### src/rtl/sorted_priority_queue_macros.svh
// Assertion macros used by the sorted priority queue datapath (spq_dp).
// Needs a clock and an active-low reset name at each use.
`ifndef SORTED_PRIORITY_QUEUE_MACROS_SVH
`define SORTED_PRIORITY_QUEUE_MACROS_SVH

// Same-cycle implication, disabled during reset.
`define SPQ_ASSERT_IMP(label, clk, rstn, ante, cons, msg) \
    label: assert property (@(posedge clk) disable iff (!(rstn)) (ante) |-> (cons)) \
        else $error(msg);

// Next-cycle implication, disabled during reset.
`define SPQ_ASSERT_NXT(label, clk, rstn, ante, cons, msg) \
    label: assert property (@(posedge clk) disable iff (!(rstn)) (ante) |=> (cons)) \
        else $error(msg);

`endif

### src/rtl/spq_pkg.sv
// Shared types and constants for the sorted priority queue.
// No dependencies.
package spq_pkg;

    localparam int CAPACITY_DEF = 16;
    localparam int VALUE_W      = 32;
    localparam int PRIO_W       = 8;
    localparam int OCC_W        = 5;
    localparam int STATUS_W     = 2;
    localparam int S_TDATA_W    = 40;
    localparam int M_TDATA_W    = 48;

    typedef enum logic [STATUS_W-1:0] {
        STATUS_OK        = 2'd0,
        STATUS_UNDERFLOW = 2'd1,
        STATUS_OVERFLOW  = 2'd2
    } status_t;

    typedef enum logic {
        KIND_INSERT = 1'b0,
        KIND_DELETE = 1'b1
    } kind_t;

    typedef enum logic [2:0] {
        OP_NONE,
        OP_INSERT,
        OP_DELETE,
        OP_OVERFLOW,
        OP_UNDERFLOW
    } op_t;

    typedef struct packed {
        op_t op;
    } dp_cmd_t;

    typedef struct packed {
        logic full;
        logic empty;
    } dp_stat_t;

endpackage

### src/rtl/sorted_priority_queue.sv
// Sorted priority queue: entries stay in ascending priority value, equal priorities in
// arrival order; each word is an insert or a delete of the head and yields one result
// word in the cycle after it is taken. Insert compares every stored cell with the new
// priority in parallel and shifts the tail up in that cycle; delete shifts each cell but
// the last down. The queue takes one word per cycle while results are taken, since the
// output register frees as its word leaves. Inserts into a full queue report overflow,
// deletes from an empty one underflow. Top level; depends on spq_pkg, spq_ctrl, spq_dp.
module sorted_priority_queue #(
    parameter int CAPACITY = spq_pkg::CAPACITY_DEF
) (
    input  logic                          aclk,
    input  logic                          aresetn,
    input  logic                          s_tvalid,
    output logic                          s_tready,
    input  logic [spq_pkg::S_TDATA_W-1:0] s_tdata,  // item_value[31:0], item_priority[39:32]
    input  logic [0:0]                    s_tuser,  // kind[0]
    output logic                          m_tvalid,
    input  logic                          m_tready,
    output logic [spq_pkg::M_TDATA_W-1:0] m_tdata,  // removed_value[31:0],
                                                    // removed_priority[39:32], occupancy[44:40]
    output logic [spq_pkg::STATUS_W-1:0]  m_tuser   // status[1:0]
);
    import spq_pkg::*;

    dp_cmd_t             cmd;
    dp_stat_t            stat;
    logic [STATUS_W-1:0] res_status;
    logic [VALUE_W-1:0]  res_value;
    logic [PRIO_W-1:0]   res_prio;
    logic [OCC_W-1:0]    res_occ;

    spq_ctrl u_ctrl (
        .aclk     (aclk),
        .aresetn  (aresetn),
        .s_tvalid (s_tvalid),
        .s_tready (s_tready),
        .s_kind   (s_tuser[0]),
        .m_tvalid (m_tvalid),
        .m_tready (m_tready),
        .stat     (stat),
        .cmd      (cmd)
    );

    spq_dp #(
        .CAPACITY (CAPACITY)
    ) u_dp (
        .aclk       (aclk),
        .aresetn    (aresetn),
        .cmd        (cmd),
        .stat       (stat),
        .in_value   (s_tdata[VALUE_W-1:0]),
        .in_prio    (s_tdata[VALUE_W+PRIO_W-1:VALUE_W]),
        .res_status (res_status),
        .res_value  (res_value),
        .res_prio   (res_prio),
        .res_occ    (res_occ)
    );

    assign m_tdata = {(M_TDATA_W - VALUE_W - PRIO_W - OCC_W)'(0), res_occ, res_prio, res_value};
    assign m_tuser = res_status;

endmodule

### src/rtl/spq_ctrl.sv
// Handshake controller for the sorted priority queue.
// Depends on spq_pkg; drives commands into spq_dp.
module spq_ctrl (
    input  logic             aclk,
    input  logic             aresetn,
    input  logic             s_tvalid,
    output logic             s_tready,
    input  logic             s_kind,
    output logic             m_tvalid,
    input  logic             m_tready,
    input  spq_pkg::dp_stat_t stat,
    output spq_pkg::dp_cmd_t  cmd
);
    import spq_pkg::*;

    typedef enum logic {
        ST_IDLE,
        ST_HOLD
    } state_t;

    state_t state_reg;
    state_t state_next;
    logic   accept;

    assign s_tready = (state_reg == ST_IDLE) || m_tready;
    assign accept   = s_tvalid && s_tready;
    assign m_tvalid = (state_reg == ST_HOLD);

    always_comb begin
        cmd.op = OP_NONE;
        if (accept) begin
            unique case (kind_t'(s_kind))
                KIND_INSERT: cmd.op = stat.full  ? OP_OVERFLOW  : OP_INSERT;
                KIND_DELETE: cmd.op = stat.empty ? OP_UNDERFLOW : OP_DELETE;
                default:     cmd.op = OP_NONE;
            endcase
        end
    end

    always_comb begin
        state_next = state_reg;
        unique case (state_reg)
            ST_IDLE: if (accept) state_next = ST_HOLD;
            ST_HOLD: if (m_tready && !accept) state_next = ST_IDLE;
            default: state_next = ST_IDLE;
        endcase
    end

    always_ff @(posedge aclk) begin
        if (!aresetn) begin
            state_reg <= ST_IDLE;
        end else begin
            state_reg <= state_next;
        end
    end

endmodule

### src/rtl/spq_dp.sv
// Datapath for the sorted priority queue: sorted row of entry cells and result register.
// Depends on spq_pkg and sorted_priority_queue_macros.svh; commanded by spq_ctrl.
module spq_dp #(
    parameter int CAPACITY = spq_pkg::CAPACITY_DEF
) (
    input  logic                         aclk,
    input  logic                         aresetn,
    input  spq_pkg::dp_cmd_t             cmd,
    output spq_pkg::dp_stat_t            stat,
    input  logic [spq_pkg::VALUE_W-1:0]  in_value,
    input  logic [spq_pkg::PRIO_W-1:0]   in_prio,
    output logic [spq_pkg::STATUS_W-1:0] res_status,
    output logic [spq_pkg::VALUE_W-1:0]  res_value,
    output logic [spq_pkg::PRIO_W-1:0]   res_prio,
    output logic [spq_pkg::OCC_W-1:0]    res_occ
);
    import spq_pkg::*;
    `include "sorted_priority_queue_macros.svh"

    localparam int CNT_W = $clog2(CAPACITY + 1);

    logic [VALUE_W-1:0] val_reg  [CAPACITY];
    logic [PRIO_W-1:0]  prio_reg [CAPACITY];
    logic [CAPACITY-1:0] le;
    logic [CNT_W-1:0]   count_reg;
    logic [CNT_W-1:0]   count_next;
    status_t            status_reg;
    status_t            status_next;
    logic [VALUE_W-1:0] rval_reg;
    logic [VALUE_W-1:0] rval_next;
    logic [PRIO_W-1:0]  rprio_reg;
    logic [PRIO_W-1:0]  rprio_next;
    logic               res_load;

    assign stat.full  = (count_reg == CNT_W'(CAPACITY));
    assign stat.empty = (count_reg == '0);

    for (genvar i = 0; i < CAPACITY; i++) begin : g_cell
        assign le[i] = (CNT_W'(i) < count_reg) && (prio_reg[i] <= in_prio);

        always_ff @(posedge aclk) begin
            if (cmd.op == OP_INSERT && !le[i]) begin
                if (i == 0) begin
                    val_reg[i]  <= in_value;
                    prio_reg[i] <= in_prio;
                end else if (le[(i == 0) ? 0 : i - 1]) begin
                    val_reg[i]  <= in_value;
                    prio_reg[i] <= in_prio;
                end else begin
                    val_reg[i]  <= val_reg[(i == 0) ? 0 : i - 1];
                    prio_reg[i] <= prio_reg[(i == 0) ? 0 : i - 1];
                end
            end else if (cmd.op == OP_DELETE && i < CAPACITY - 1) begin
                val_reg[i]  <= val_reg[(i < CAPACITY - 1) ? i + 1 : i];
                prio_reg[i] <= prio_reg[(i < CAPACITY - 1) ? i + 1 : i];
            end
        end
    end

    always_comb begin
        count_next  = count_reg;
        status_next = status_reg;
        rval_next   = rval_reg;
        rprio_next  = rprio_reg;
        res_load    = 1'b1;
        unique case (cmd.op)
            OP_INSERT: begin
                count_next  = count_reg + CNT_W'(1);
                status_next = STATUS_OK;
                rval_next   = '0;
                rprio_next  = '0;
            end
            OP_DELETE: begin
                count_next  = count_reg - CNT_W'(1);
                status_next = STATUS_OK;
                rval_next   = val_reg[0];
                rprio_next  = prio_reg[0];
            end
            OP_OVERFLOW: begin
                status_next = STATUS_OVERFLOW;
                rval_next   = '0;
                rprio_next  = '0;
            end
            OP_UNDERFLOW: begin
                status_next = STATUS_UNDERFLOW;
                rval_next   = '0;
                rprio_next  = '0;
            end
            default: res_load = 1'b0;
        endcase
    end

    always_ff @(posedge aclk) begin
        if (!aresetn) begin
            count_reg <= '0;
        end else begin
            count_reg <= count_next;
        end
    end

    always_ff @(posedge aclk) begin
        if (res_load) begin
            status_reg <= status_next;
            rval_reg   <= rval_next;
            rprio_reg  <= rprio_next;
        end
    end

    assign res_status = status_reg;
    assign res_value  = rval_reg;
    assign res_prio   = rprio_reg;
    assign res_occ    = OCC_W'(count_reg);

    `SPQ_ASSERT_IMP(a_count_bound, aclk, aresetn, 1'b1, count_reg <= CNT_W'(CAPACITY), "count exceeds capacity")
    `SPQ_ASSERT_NXT(a_insert_grows, aclk, aresetn, cmd.op == OP_INSERT, count_reg == $past(count_reg) + CNT_W'(1), "insert did not grow count")
    `SPQ_ASSERT_IMP(a_head_sorted, aclk, aresetn, count_reg >= CNT_W'(2), prio_reg[0] <= prio_reg[1], "head pair out of order")
    `SPQ_ASSERT_NXT(a_reject_zero, aclk, aresetn, cmd.op == OP_OVERFLOW || cmd.op == OP_UNDERFLOW, rval_reg == '0 && rprio_reg == '0 && count_reg == $past(count_reg), "rejected op changed state")

endmodule
### config.mk
export PLATFORM = sky130hd
export DESIGN_NAME = sorted_priority_queue
export DESIGN_NICKNAME = d
export VERILOG_FILES = /design/src/rtl/spq_pkg.sv /design/src/rtl/sorted_priority_queue.sv /design/src/rtl/spq_ctrl.sv /design/src/rtl/spq_dp.sv
export VERILOG_INCLUDE_DIRS = /design/src /design/src/rtl
export SDC_FILE = /design/constraint.sdc
export NUM_CORES = 2
export LEC_CHECK = 0
export BUFFER_PORTS_ARGS = -buffer_cell sky130_fd_sc_hd__buf_2
export CORE_MARGIN = 1
export CORE_UTILIZATION = 50
export CTS_CLUSTER_SIZE = 30
export DETAILED_ROUTE_END_ITERATION = 8
export PLACE_DENSITY_LB_ADDON = 0.1
export SLEW_MARGIN = 20
export SYNTH_ARGS = -nofsm -noshare
export SYNTH_HDL_FRONTEND = slang
export SYNTH_HIERARCHICAL = 1
export SYNTH_SLANG_ARGS = --single-unit
### constraint.sdc
create_clock -name aclk -period 7.3 [get_ports aclk]
set_input_delay 0.365 -clock aclk [delete_from_list [all_inputs] [get_ports aclk]]
set_output_delay 0.365 -clock aclk [all_outputs]
set_load 0.01 [all_outputs]
==> flow_summary.json <==
{
  "clk_pin_slew_ns": 0.07,
  "grt_max_degree": 145,
  "synthFlopType": "edfxtp_1",
  "cts_made_buffers": 77,
  "hold_buffers": 0,
  "n_fill_cell": 5807,
  "skew_ns": 0.02899,
  "status": "finished clean",
  "ant_nets": 0,
  "min_from": "aresetn",
  "whs_endpoint": "u_ctrl/m_tvalid",
  "fin_crit_ns": 5.395,
  "pin_count": 97,
  "yosysWarnings": 6,
  "clkSinkCount": 688,
  "area_growth_syn_to_layout_pct": 10.41,
  "critPathCaptureType": "register",
  "drive_gt1_share_pct": 14.14,
  "synthArstFlopShare_pct": 0,
  "synth.area.top_cells": "edfxtp_1, a221o_1, a21oi_1, ha_1, clkbuf_1",
  "mappedNetlistArea_sq_mm": 0.03541,
  "p_total_mw": 12.04,
  "seq_area_sq_mm": 0.02060,
  "layout.nets": 2977,
  "maxSlewHeadroom_pct": 17.01,
  "finalMaxSlewViolations": 0,
  "p_int_mw": 8.324,
  "power_switching_mw": 3.714,
  "switching_share_pct": 30.85,
  "syn_avg_cell_area_sq_um": 12.32,
  "h-tree-depth": 3,
  "grt_first_pass_wirelength_um": 180400,
  "dp_hpwl_um": 74860,
  "synth_edf_count": 682,
  "max_cap_violations": 0,
  "core-area_sq_mm": 0.07003,
  "wl_um": 123700,
  "p_clk_share_pct": 33.2,
  "avgRoutedWirePerCell_um": 32.57,
  "clockBufferDepth": 3,
  "first_global_vias": 27326,
  "hold_violations": 0,
  "powerDensity_mw_per_mm2": 307.9,
  "largest_register_ffs": 512,
  "final_cells": 3798,
  "num_rows": 97,
  "finalSetupViolCount": 0,
  "numPortBuffers": 93,
  "die_area_sq_mm": 0.07188,
  "antenna_found_initial": 2,
  "synthCells": 2874,
  "seqPwrFrac_pct": 45.8,
  "synth_most_common_cell": "edfxtp_1",
  "synth_cell_type_count": 57,
  "worstReg2RegEnd": "u_dp/val_reg[1][97]",
  "drt_iter0_drc": 3685,
  "crit_type": "reg -> reg",
  "post-cts-setup-buffers": 0,
  "finalCritPeriodShare_pct": 73.90,
  "power_frac_comb_pct": 21.1,
  "ir_worst_vdd_mv": 0.1965,
  "n_antenna_cell": 0,
  "whs_path_depth": 2,
  "cts_tree": "built",
  "worstPathArrival_ns": 5.69,
  "ys_ff_latch": 688,
  "synth_common_cells": "edfxtp_1, a21oi_1, a221o_1",
  "routabilityCongestion": 0.9273,
  "hold_path_class": "in -> reg",
  "die_y_um": 268.1,
  "gr-total-overflow": 0,
  "worst-path-max-fanout": 25,
  "rsz0062_at_grt": "false",
  "fmax_mhz": 185.4,
  "synth_top_cell_by_area": "edfxtp_1",
  "synth_top_area_share_pct": 57.84,
  "cp-start-kind": "register",
  "num_vias": 28041,
  "worst_pin_slew_ns": 1.245,
  "multiInputGateArea_sq_mm": 0.01353,
  "grt.total_usage_pct": 34.13,
  "placedCellCount": 3661,
  "die_w_um": 268.1,
  "clk_latency_ns": 0.64,
  "cts_resized": 0,
  "timing.rr.start": "u_dp/res_occ[4]",
  "ys_seq_area_share_pct": 58.18,
  "fin_tns_setup_ns": 0,
  "r2r_slack_ns": 1.91,
  "cts-root-buf": "clkbuf_16",
  "leakage_nw": 13.89,
  "drcViolationCount": 0,
  "vias_per_cell": 7.383,
  "first_pass_iters": 5,
  "cp_data_required_time_ns": 7.59,
  "reg2reg_depth": 9,
  "start_util_pct": 50.56
}
critical path, stage by stage (launching register included):
cell	delay (ns)
dfxtp_1	0.49
nor3_1	0.81
and2_1	0.23
nand2_1	0.08
o2111a_2	0.38
nand2b_1	0.72
a31oi_4	0.93
buf_4	0.35
or2_2	0.58
buf_4	0.42
per-stage QoR:
step           worst slack (ns)  instance area, sq um  hold slack, ns  utilization (%)
2_1_floorplan             2.161                 35410          0.4825                -
3_3_place_gp              2.251                 36550          0.5314            52.20
3_5_place_dp              2.094                 36560          0.5335            52.20
4_1_cts                   2.069                 39090         0.01895            55.82
6_report                  1.905                 39090         0.06050            55.83
5_1_grt                   1.679                 39090         0.03303            55.83
metal layers:
| metal | vias to the layer above | wire length (um) | GRT usage, % |
|---|---|---|---|
| met5 | - | 13 | 0 |
| met4 | 2 | 6125 | 16.34 |
| met3 | 370 | 13380 | 6.937 |
| met2 | 1951 | 55810 | 52.26 |
| met1 | 14136 | 48360 | 46.50 |
| li1 | 11582 | - | - |
power by group through the flow:
| stage | Combinational (mW) | Clock, mW | Sequential [mW] |
|---|---|---|---|
| floorplan | 1.60 | 0 | 5.44 |
| global placement | 2.38 | 0 | 5.55 |
| detailed placement | 2.47 | 0 | 5.56 |
| CTS | 2.48 | 4.04 | 5.49 |
| global route | 2.69 | 4.17 | 5.54 |
| finish | 2.54 | 4.00 | 5.51 |
kinds of logic after synthesis:
logic type      count (synthesis)  synth area share, %
other cells                     1              0.01059
mux                            40                1.272
simple gates                  490                6.983
xor+xnor                        2              0.04948
fa+ha+maj                     132                4.665
compound gates               1138                24.38
flops                         688                58.18
buf+inv                       383                4.456
worst max path at each step:
stage	startpoint	to	slack (ns)	cells after the start
4_1_cts	u_dp/res_occ[4]	u_dp/val_reg[0][12]	2.07	11
5_1_grt	u_dp/res_occ[4]	u_dp/prio_reg[0][2]	1.68	11
3_3_place_gp	u_dp/res_occ[4]	u_dp/val_reg[0][21]	2.25	11
3_5_place_dp	u_dp/res_occ[4]	u_dp/val_reg[0][14]	2.09	11
2_1_floorplan	s_tdata[39]	u_dp/prio_reg[0][10]	2.16	8
6_report	u_dp/res_occ[4]	u_dp/val_reg[1][97]	1.91	9
cell type report:
cell class / count / share of cell area, %
inverter: 67 / 0.6433
multi-input combinational: 1805 / 34.61
clock inverter: 45 / 1.184
timing repair buffer: 161 / 2.570
tap: 940 / 3.008
sequential: 688 / 52.69
clock buffer: 92 / 5.290
placed cells by master (no fill, tap or decap), types with 7 or more instances in the layout:
cell type	n
nor3_1	45
clkbuf_16	81
clkinv_1	16
nor2b_1	16
nand2b_1	48
clkbuf_1	11
a21oi_1	482
buf_2	93
ha_1	132
a221o_1	471
nand2_2	7
a21o_1	7
mux2_1	7
edfxtp_1	682
or3_1	45
buf_4	65
nor2_1	18
and3_1	42
o21ai_0	19
o211ai_1	52
inv_1	66
and2_2	8
nand4_1	32
bufinv_16	9
nand2_1	183
mux2_2	33
o221ai_1	11
o221a_2	40
nand3_1	14
clkinv_2	17
No activity file was read; power rests on OpenSTA's default activity.
